==> config.mk <==
export PLATFORM = sky130hd
export DESIGN_NAME = ultrasonic_range_averager
export DESIGN_NICKNAME = d
export VERILOG_FILES = /design/src/hdl/ura_pkg.sv /design/src/hdl/ura_ranger.sv /design/src/hdl/ultrasonic_range_averager.sv
export SDC_FILE = /design/constraint.sdc
export NUM_CORES = 2
export LEC_CHECK = 0
export BUFFER_PORTS_ARGS = -buffer_cell sky130_fd_sc_hd__clkbuf_2
export CAP_MARGIN = 15
export CORE_UTILIZATION = 52
export CTS_CLUSTER_SIZE = 30
export DETAILED_ROUTE_END_ITERATION = 8
export PLACE_DENSITY = 0.68
export SLEW_MARGIN = 20
export SYNTH_ARGS = -nofsm -noshare
export SYNTH_HDL_FRONTEND = slang
export SYNTH_SLANG_ARGS = --single-unit
export TNS_END_PERCENT = 30
==> constraint.sdc <==
create_clock -name clk -period 8.4 [get_ports clk]
set_input_delay 0 -clock clk [delete_from_list [all_inputs] [get_ports clk]]
set_output_delay 0 -clock clk [all_outputs]
set_load 0.05 [all_outputs]
==> src/hdl/ura_pkg.sv <==
// Shared types, widths and constants for the ultrasonic range averager.
`timescale 1ns / 1ps

package ura_pkg;

  // Field and state widths
  localparam int TRIG_W  = 8;
  localparam int TICK_W  = 16;
  localparam int SCALE_W = 16;
  localparam int MM_W    = 14;
  localparam int SUM_W   = 22;
  localparam int CNT_W   = 8;
  localparam int CFG_IDX_W  = 2;
  localparam int CFG_DATA_W = 16;

  // Saturation limit for any millimetre value
  localparam logic [MM_W-1:0] MM_MAX = '1;

  // Register reset values
  localparam logic [TRIG_W-1:0]  TRIGGER_TICKS_RST = 8'd10;
  localparam logic [TICK_W-1:0]  RISE_TIMEOUT_RST  = 16'd10000;
  localparam logic [TICK_W-1:0]  FALL_TIMEOUT_RST  = 16'd50000;
  localparam logic [SCALE_W-1:0] SCALE_Q16_RST     = 16'd11141;

  // Samples per average
  localparam int AVG_COUNT_DEF = 200;

  // Register indexes on the configuration port
  typedef enum logic [CFG_IDX_W-1:0] {
    CFG_TRIGGER_TICKS = 2'd0,
    CFG_RISE_TIMEOUT  = 2'd1,
    CFG_FALL_TIMEOUT  = 2'd2,
    CFG_SCALE_Q16     = 2'd3
  } cfg_idx_t;

  // Timing registers seen by the ranging sequencer
  typedef struct packed {
    logic [TRIG_W-1:0] trigger_ticks;
    logic [TICK_W-1:0] rise_timeout;
    logic [TICK_W-1:0] fall_timeout;
  } timing_cfg_t;

  // Per-tick outcome of the ranging sequencer
  typedef struct packed {
    logic              trig;
    logic              busy;
    logic              done;
    logic              tout;
    logic [TICK_W-1:0] width;
  } meas_t;

endpackage

==> src/hdl/ura_ranger.sv <==
// Trigger / echo sequencer: one step per accepted tick, outcome registered.
`timescale 1ns / 1ps

module ura_ranger
  import ura_pkg::*;
(
  input  logic        clk,
  input  logic        rst_n,
  input  logic        load,
  input  logic        start_req,
  input  logic        echo_level,
  input  timing_cfg_t cfg,
  output meas_t       meas
);

  typedef enum logic [1:0] {
    PH_IDLE = 2'd0,
    PH_TRIG = 2'd1,
    PH_RISE = 2'd2,
    PH_FALL = 2'd3
  } phase_t;

  phase_t            phase_r, phase_nxt;
  logic [TICK_W-1:0] tick_r, tick_nxt;
  logic [TICK_W-1:0] width_r, width_nxt;
  logic [TICK_W-1:0] tick_inc;
  meas_t             meas_r, meas_nxt;

  assign tick_inc = tick_r + 1'b1;

  // Advance the sequencer by one tick
  always_comb begin
    phase_nxt = phase_r;
    tick_nxt  = tick_r;
    width_nxt = width_r;
    meas_nxt  = '0;
    unique case (phase_r)
      PH_IDLE: begin
        if (start_req) begin
          phase_nxt     = PH_TRIG;
          tick_nxt      = TICK_W'(1);
          meas_nxt.trig = 1'b1;
        end
      end
      PH_TRIG: begin
        if (tick_r >= {{(TICK_W-TRIG_W){1'b0}}, cfg.trigger_ticks}) begin
          phase_nxt = PH_RISE;
          tick_nxt  = '0;
        end else begin
          tick_nxt      = tick_inc;
          meas_nxt.trig = 1'b1;
        end
      end
      PH_RISE: begin
        if (echo_level) begin
          phase_nxt = PH_FALL;
          width_nxt = TICK_W'(1);
          tick_nxt  = '0;
        end else begin
          tick_nxt = tick_inc;
          if (tick_inc >= cfg.rise_timeout) begin
            width_nxt     = '0;
            meas_nxt.tout = 1'b1;
            meas_nxt.done = 1'b1;
          end
        end
      end
      PH_FALL: begin
        if (echo_level) begin
          if (width_r >= cfg.fall_timeout) begin
            meas_nxt.tout = 1'b1;
            meas_nxt.done = 1'b1;
          end else begin
            width_nxt = width_r + 1'b1;
          end
        end else begin
          meas_nxt.done = 1'b1;
        end
      end
      default: begin
        phase_nxt = PH_IDLE;
      end
    endcase
    // Drop back to idle when the measurement ends
    if (meas_nxt.done) begin
      phase_nxt = PH_IDLE;
      tick_nxt  = '0;
    end
    meas_nxt.busy  = (phase_nxt != PH_IDLE);
    meas_nxt.width = width_nxt;
  end

  // Hold state and the registered outcome
  always_ff @(posedge clk) begin
    if (!rst_n) begin
      phase_r <= PH_IDLE;
      tick_r  <= '0;
      width_r <= '0;
    end else if (load) begin
      phase_r <= phase_nxt;
      tick_r  <= tick_nxt;
      width_r <= width_nxt;
    end
    if (load) begin
      meas_r <= meas_nxt;
    end
  end

  assign meas = meas_r;

endmodule

==> src/hdl/ultrasonic_range_averager.sv <==
// Top level: ranging sequencer, distance scaling, running average.
//
//   channel | direction | handshake             | payload
//   in_     | input     | in_valid / in_ready   | start_req, echo_level
//   out_    | output    | out_valid / out_ready | trigger, busy, distance, timeout, average
//   cfg_    | input     | cfg_we                | cfg_index, cfg_data
//
// Five register stages, each beat passing through every one on its way to the out_ ports;
// one beat per cycle sustained while out_ready is high.
// Stages: sequencer step, echo-width multiply, sum/count update, reciprocal
// multiply for the mean, saturate into the output register.
// Each stage moves when the next one is empty or moving, so bubbles are squeezed out
// and in_ready stays high while a result waits as long as a stage is free.
// Reset is synchronous; it empties the pipe and clears the sum and count.
`timescale 1ns / 1ps

module ultrasonic_range_averager
  import ura_pkg::*;
#(
  parameter int AVG_COUNT = AVG_COUNT_DEF
) (
  input  logic                  clk,
  input  logic                  rst_n,
  input  logic                  in_valid,
  output logic                  in_ready,
  input  logic                  in_start_req,
  input  logic                  in_echo_level,
  output logic                  out_valid,
  input  logic                  out_ready,
  output logic                  out_trigger_level,
  output logic                  out_busy_res,
  output logic                  out_distance_valid,
  output logic [MM_W-1:0]       out_distance_mm,
  output logic                  out_timed_out,
  output logic                  out_average_valid,
  output logic [MM_W-1:0]       out_average_mm,
  input  logic                  cfg_we,
  input  logic [CFG_IDX_W-1:0]  cfg_index,
  input  logic [CFG_DATA_W-1:0] cfg_data
);

  // Rounded mean by multiplication with a ceiling reciprocal, exact for DIV_W-bit dividends
  localparam int DIV_W   = SUM_W + 1;
  localparam int SHIFT   = DIV_W + $clog2(AVG_COUNT);
  localparam int RECIP_W = DIV_W + 2;
  localparam int QPROD_W = DIV_W + RECIP_W;
  localparam int HALF    = AVG_COUNT / 2;
  localparam logic [63:0] RECIP_FULL =
    ((64'd1 << SHIFT) + 64'(AVG_COUNT) - 64'd1) / 64'(AVG_COUNT);
  localparam logic [RECIP_W-1:0] RECIP = RECIP_FULL[RECIP_W-1:0];
  localparam int DPROD_W = TICK_W + SCALE_W + 1;

  // Configuration registers
  logic [TRIG_W-1:0]  trigger_ticks_r;
  logic [TICK_W-1:0]  rise_timeout_r;
  logic [TICK_W-1:0]  fall_timeout_r;
  logic [SCALE_W-1:0] scale_q16_r;
  timing_cfg_t        timing_cfg;

  always_ff @(posedge clk) begin
    if (!rst_n) begin
      trigger_ticks_r <= TRIGGER_TICKS_RST;
      rise_timeout_r  <= RISE_TIMEOUT_RST;
      fall_timeout_r  <= FALL_TIMEOUT_RST;
      scale_q16_r     <= SCALE_Q16_RST;
    end else if (cfg_we) begin
      unique case (cfg_idx_t'(cfg_index))
        CFG_TRIGGER_TICKS: trigger_ticks_r <= cfg_data[TRIG_W-1:0];
        CFG_RISE_TIMEOUT:  rise_timeout_r  <= cfg_data;
        CFG_FALL_TIMEOUT:  fall_timeout_r  <= cfg_data;
        CFG_SCALE_Q16:     scale_q16_r     <= cfg_data;
        default: ;
      endcase
    end
  end

  assign timing_cfg.trigger_ticks = trigger_ticks_r;
  assign timing_cfg.rise_timeout  = rise_timeout_r;
  assign timing_cfg.fall_timeout  = fall_timeout_r;

  // Stage valids and elastic readies
  logic v1_r, v2_r, v3_r, v4_r, v5_r;
  logic rdy1, rdy2, rdy3, rdy4, rdy5;

  assign rdy5     = !v5_r || out_ready;
  assign rdy4     = !v4_r || rdy5;
  assign rdy3     = !v3_r || rdy4;
  assign rdy2     = !v2_r || rdy3;
  assign rdy1     = !v1_r || rdy2;
  assign in_ready = rdy1;

  always_ff @(posedge clk) begin
    if (!rst_n) begin
      v1_r <= 1'b0;
      v2_r <= 1'b0;
      v3_r <= 1'b0;
      v4_r <= 1'b0;
      v5_r <= 1'b0;
    end else begin
      if (rdy1) v1_r <= in_valid;
      if (rdy2) v2_r <= v1_r;
      if (rdy3) v3_r <= v2_r;
      if (rdy4) v4_r <= v3_r;
      if (rdy5) v5_r <= v4_r;
    end
  end

  // Stage 1: sequencer step
  meas_t meas1;

  ura_ranger u_ranger (
    .clk        (clk),
    .rst_n      (rst_n),
    .load       (in_valid && rdy1),
    .start_req  (in_start_req),
    .echo_level (in_echo_level),
    .cfg        (timing_cfg),
    .meas       (meas1)
  );

  // Stage 2: echo width times scale, with rounding bias
  logic               trig2_r, busy2_r, done2_r, tout2_r;
  logic [DPROD_W-1:0] dprod2_r;

  always_ff @(posedge clk) begin
    if (rdy2 && v1_r) begin
      trig2_r  <= meas1.trig;
      busy2_r  <= meas1.busy;
      done2_r  <= meas1.done;
      tout2_r  <= meas1.tout;
      dprod2_r <= DPROD_W'(meas1.width) * DPROD_W'(scale_q16_r) + DPROD_W'(32768);
    end
  end

  // Stage 3: saturate distance, accumulate sample, detect a full window
  logic [DPROD_W-17:0] dist_raw;
  logic [MM_W-1:0]     dist_mm;
  logic [SUM_W-1:0]    sum_add;
  logic [CNT_W-1:0]    cnt_inc;
  logic                avg_hit;
  logic [SUM_W-1:0]    sum_r;
  logic [CNT_W-1:0]    cnt_r;
  logic [MM_W-1:0]     last_dist_r;
  logic                trig3_r, busy3_r, done3_r, tout3_r, aval3_r;
  logic [MM_W-1:0]     dist3_r;
  logic [DIV_W-1:0]    div3_r;

  assign dist_raw = dprod2_r[DPROD_W-1:16];
  assign dist_mm  = (dist_raw > (DPROD_W-16)'(MM_MAX)) ? MM_MAX : dist_raw[MM_W-1:0];
  assign sum_add  = sum_r + SUM_W'(dist_mm);
  assign cnt_inc  = cnt_r + 1'b1;
  assign avg_hit  = (cnt_inc >= CNT_W'(AVG_COUNT));

  always_ff @(posedge clk) begin
    if (!rst_n) begin
      sum_r       <= '0;
      cnt_r       <= '0;
      last_dist_r <= '0;
    end else if (rdy3 && v2_r && done2_r) begin
      last_dist_r <= dist_mm;
      if (avg_hit) begin
        sum_r <= '0;
        cnt_r <= '0;
      end else begin
        sum_r <= sum_add;
        cnt_r <= cnt_inc;
      end
    end
    if (rdy3 && v2_r) begin
      trig3_r <= trig2_r;
      busy3_r <= busy2_r;
      done3_r <= done2_r;
      tout3_r <= tout2_r;
      aval3_r <= done2_r && avg_hit;
      dist3_r <= done2_r ? dist_mm : last_dist_r;
      div3_r  <= DIV_W'(sum_add) + DIV_W'(HALF);
    end
  end

  // Stage 4: multiply by the reciprocal of the window length
  logic               trig4_r, busy4_r, done4_r, tout4_r, aval4_r;
  logic [MM_W-1:0]    dist4_r;
  logic [QPROD_W-1:0] qprod4_r;

  always_ff @(posedge clk) begin
    if (rdy4 && v3_r) begin
      trig4_r  <= trig3_r;
      busy4_r  <= busy3_r;
      done4_r  <= done3_r;
      tout4_r  <= tout3_r;
      aval4_r  <= aval3_r;
      dist4_r  <= dist3_r;
      qprod4_r <= QPROD_W'(div3_r) * QPROD_W'(RECIP);
    end
  end

  // Stage 5: take the quotient, saturate, load the output register
  logic [DIV_W-1:0] quot;
  logic [MM_W-1:0]  avg;
  logic [MM_W-1:0]  last_avg_r;

  assign quot = DIV_W'(qprod4_r >> SHIFT);
  assign avg  = (quot > DIV_W'(MM_MAX)) ? MM_MAX : quot[MM_W-1:0];

  always_ff @(posedge clk) begin
    if (!rst_n) begin
      last_avg_r <= '0;
    end else if (rdy5 && v4_r && aval4_r) begin
      last_avg_r <= avg;
    end
    if (rdy5 && v4_r) begin
      out_trigger_level  <= trig4_r;
      out_busy_res       <= busy4_r;
      out_distance_valid <= done4_r;
      out_distance_mm    <= dist4_r;
      out_timed_out      <= tout4_r;
      out_average_valid  <= aval4_r;
      out_average_mm     <= aval4_r ? avg : last_avg_r;
    end
  end

  assign out_valid = v5_r;

endmodule

* After elaboration in Yosys (flattened, before gate mapping)
Cells that the tools add are included.
** Storage, ports and cells
- RAM bits :: 0
- Input bits :: 25
- Memory bits (read-only) :: 0
- Output and inout port bits :: 35
- Logic and storage cells :: 125
- Register bits after elaboration :: 351
- Latch bits :: 0
- Memories :: 0
** Operators by class
- Magnitude comparators :: 6
- Reduce and logical (&&, ||, !) cells :: 27
- Add/sub/neg operators :: 6
- Equal/unequal tests :: 7
- Divide/modulo/power cells :: 0
- Shift operators :: 0
- Bitwise gates (word level) :: 0
- Muxes and demuxes :: 30
- $mul :: 2
** Operators with widths (number)
- $mux W16 :: 8
- $mux W14 :: 4
- $pmux W16 S3 :: 1
- $mul A23 B24 Y47 const B :: 1
- $add A32 B16 Y33 const B :: 1
- $add A16 B1 Y16 const B :: 2
- $ge A16 B16 Y1 :: 2
- $mul A16 B16 Y32 :: 1
- $pmux W16 S2 :: 1
- $add A22 B7 Y23 const B :: 1
- $add A22 B14 Y22 :: 1
- $mux W22 :: 1
- $gt A17 B14 Y1 const B :: 1
- $ge A16 B8 Y1 :: 1
- $gt A16 B14 Y1 const B :: 1
- $mux W2 :: 7
- $add A8 B1 Y8 const B :: 1
- $eq A2 B2 Y1 const B :: 4
- $ge A8 B8 Y1 const B :: 1
- $logic_and A1 B1 Y1 :: 8
- $mux W8 :: 1
- $reduce_and A2 Y1 :: 4
- $pmux W2 S3 :: 1
- $logic_not A1 Y1 :: 5
- 10 further kinds :: 19

* Depth between registers and ports, before layout
- Word-level depth :: 8
- Gate-level depth with buffers :: 25
- Depth with buffers taken out :: 25

* Modules after synthesis
A second synthesis with hierarchy kept.
** Second synthesis, totals
- Cells, all modules :: 3321
- Area, all modules :: 31856.8 um2
** Modules (own cells, without submodules)
- ultrasonic_range_averager :: instances 1, cells each 2840, area an instance 27779.1 um2
- ura_ranger :: instances 1, cells each 481, area an instance 4077.7 um2

* Worst setup path before layout
Ideal clock, no wire load.
- Path kind :: reg-to-reg
- Start point :: register div3_r[6]
- End point :: register qprod4_r[44], data pin
- Data arrival time :: 6.305 ns
- Stages on the path, launching flop included :: 24
- Buffers on the path :: 0
- Path slack :: 1.828 ns
- Period minus slack after synthesis :: 6.572 ns
- Library setup time :: 0.266 ns
- Cell sequence :: edfxtp_1 inv_1 fa_1 inv_1 fa_1 inv_1 fa_1 fa_1 inv_1 fa_1 fa_1 inv_1 fa_1 inv_1 ha_1 nand4_1 inv_1 and3_1 o2111a_1 a211oi_2 o21ai_1 a221o_1 a2111oi_2 nor3b_1
** On the way
- Longest elaborated chain between the ends :: 1
** RTL lines
- from (decl) :: RTL line ultrasonic_range_averager.sv:146 : logic [DIV_W-1:0] div3_r;
- from (signal assigned) :: RTL line ultrasonic_range_averager.sv:176 : div3_r <= DIV_W'(sum_add) + DIV_W'(HALF);
- $mul A23 B24 Y47 :: RTL line ultrasonic_range_averager.sv:193 : qprod4_r <= QPROD_W'(div3_r) * QPROD_W'(RECIP);
- to (signal assigned) :: RTL line ultrasonic_range_averager.sv:193
- to (decl) :: RTL line ultrasonic_range_averager.sv:183 : logic [QPROD_W-1:0] qprod4_r;
No other way between the ends.
A chain may end at the register's enable or synchronous reset.

* Worst setup path after layout
Same ends and word-level chain as after synthesis.

==> results.toml <==
[routing]
dr.pass1.iters = 5
drt-wirelength-per-cell_um = 16.9
ant_nets = 0
drtIter0Drc = 1182
remaining_drc_errors = 0
totalWireLength_um = 70600
vias = 22300
via_per_inst = 5.32

[clock_network]
ctsHtreeMaxLevel = 1
hold_buffers = 26
cts_tree = "yes"
root_buffer = "clkbuf_16"
clock_latency_ps = 600
clockBufferDepth = 3
post_cts_buffers = 0
cts_resized = 0
cts.sinks = 304
clk_pin_slew_worst_paths_ps = 60
cts_made_buffers = 31

[timing]
clock_skew_ps = 26.3
tns_ps = 0
finalMaxSlewViolations = 0
rsz0062_at_grt = "false"
fmax_mhz = 136
worst_pin_slew_ps = 1000
post-route-period-util_pct = 87.6
relSlewSlack_pct = 33.1
period_needed_ps = 7360
setup_viol = 0
finalHoldViolCount = 0

[cells_and_area]
syn2layout_area_growth_pct = 7.22
final_common_cell = "inv_1"
nets = 4213
num_antenna_cells = 0
drive_above_1_share_pct = 5.24
nFillCells = 5374
final_cell_mix = "664 x inv_1, 424 x ha_1, 390 x fa_1"

[worst_setup_path]
crit_path_end_kind = "register"
crit_chain = "inv_1, fa_1, inv_1, fa_1, inv_1, fa_1, fa_1, inv_1, fa_1, fa_1, inv_1, fa_1, inv_1, ha_1, nand4_1, inv_1, and3_1, o2111a_1, a211oi_2, o21ai_1, a221o_1, a2111oi_2, nor3b_1"
cp_num_buf_inv = 7
crit_fanout = 7
reg2reg_from = "div3_r[6]$_DFFE_PP_"
critical_path.top_delay_family = "adder cells"
arrival_ps = 7680
slowest_delay_ps = 550
rrSetupSlack_ps = 1040
slowest_stage = "a211oi_2"
r2r_cells = 23
critPathCapture = "qprod4_r[44]$_DFFE_PP_"
rr_endpoint = "qprod4_r[44]$_DFFE_PP_"
worstSetupStartpointType = "register"
cp-startpoint = "div3_r[6]$_DFFE_PP_"
criticalPathCategory = "reg2reg"
required_ps = 8720
critical_path_depth = 23

[grt]
antenna_found_initial = 0
grt_pass1_vias = 22800
grt_use_total_pct = 23.5
overflow = 0
grt_pass1_wl_um = 118000
grt_max_degree = 80

[yosys]
synth-seq-cells = 304
synth_area_leaders = "fa_1 25%, ha_1 17%, edfxtp_1 14%"
synth_flop_cell = "dfxtp_1"
yosysTopAreaCell = "fa_1"
syn_inst = 3349
synth.distinct_cells = 81
syn_area_mm2 = 0.0318
ys_warn_count = 0
yosysTopAreaCellShare_pct = 24.6
synth-edff-count = 151
synth_fp_nets = 4188
syn_area_per_cell_um2 = 9.49
yosysSeqAreaShare_pct = 23.9
ys_async_sr_fraction_pct = 0

[floorplan]
dieHeight_um = 249
die_area_mm2 = 0.0621
num_io_pins = 60
coreArea_mm2 = 0.0604
start_util_pct = 52.7
fp-row-count = 90
die_x_um = 249

[placement]
gp_congestion = 0.965
numPortBuffers = 59
dp_hpwl_um = 56800

[status]
status = "complete, no violations"

[min_path]
hold_path_class = "in2reg"

[flow_run]
cap_violations = 0
## cells in the mapped netlist, types with 7 or more instances
library cell  number
o211ai_1          22
xnor2_1           54
nand2_1          310
ha_1             424
a21oi_1          190
a211oi_1          41
or2_2             11
nor2b_1           21
inv_1            664
and2_1           148
or3_1              8
o21ai_1           23
a21o_1            47
clkbuf_1          99
xor2_1            25
nor2_1           202
edfxtp_1         151
nand3_1           50
nor4_1             9
o21ai_0           67
fa_1             390
nand4_1           24
o21a_1            13
o31ai_1            7
nand2b_1          11
and3_1            20
a31oi_1           10
o21bai_1           8
dfxtp_1          153
nor3_1            21
## registers in the layout (all words and copies together) (netlist names), 16 cells and up
register / cells
div3_r: 23
dprod2_r: 17
fall_timeout_r: 16
qprod4_r: 16
rise_timeout_r: 16
scale_q16_r: 16
sum_r: 22
u_ranger.meas: 20
u_ranger.tick_r: 16
u_ranger.width_r: 16
## metal layers
metal | vias to the layer above | routed length, µm | global-route usage (%) | part of all wire (%)
met2 | 427 | 34100 | 40.0 | 48
met1 | 10800 | 31400 | 31.5 | 44
met5 | - | 0 | 0 | 0
met3 | 116 | 2700 | 2.57 | 3.8
met4 | 0 | 2450 | 7.32 | 3.5
li1 | 10900 | - | - | -
## final cells by class
class                           instances  area [µm²]  share of cell area [%]
Clock buffer                           43         882                    2.59
Clock inverter                         15         128                   0.374
Multi-Input combinational cell       2266       21300                    62.5
Timing Repair Buffer                  105         706                    2.07
Tap cell                              782         978                    2.87
Sequential cell                       304        7600                    22.3
Inverter                              666        2500                    7.34
## per-stage QoR
step           util (%)  area [µm²]  hold slack, ps  setup slack [ps]  std cells
2_1_floorplan         -       31800             124              1830       3349
3_3_place_gp       54.3       32800             237              1140       4097
3_5_place_dp       54.3       32800             241              1030       4097
4_1_cts            56.4       34100             161              1040       4181
5_1_grt            56.5       34100             194               687       4181
6_report           56.5       34100             193              1040       4181
## worst min path at each step
stage                     cells past startpoint                          end  slack, ps   startpoint
after floorplan                               2  scale_q16_r[0]$_SDFFE_PN1P_        120  cfg_data[0]
after global placement                        3            v1_r$_SDFFE_PN0N_        240     in_valid
after detailed placement                      3            v1_r$_SDFFE_PN0N_        240     in_valid
after CTS                                     4            v1_r$_SDFFE_PN0N_        160     in_valid
after global routing                          4            v1_r$_SDFFE_PN0N_        190     in_valid
final                                         4            v1_r$_SDFFE_PN0N_        190     in_valid
## cell families after synthesis
family,after synthesis,synth area share (%)
xor+xnor,82,2.33
buf+inv,779,9.25
simple gates,868,13.0
mux,6,0.189
fa+ha+maj,814,41.3
flops,304,23.9
compound gates,496,10.1
## worst register-to-register path, delay by kind of cell, from the launching register on
| kind | cells | cell delay (ps) |
|---|---|---|
| fa+ha+maj | 8 | 3930 |
| buf+inv | 7 | 480 |
| flops | 1 | 540 |
| simple gates | 3 | 410 |
| compound gates | 5 | 1730 |
Power is not shown: default switching activity piles up to over one toggle a cycle in this logic, so the estimate is an artifact.
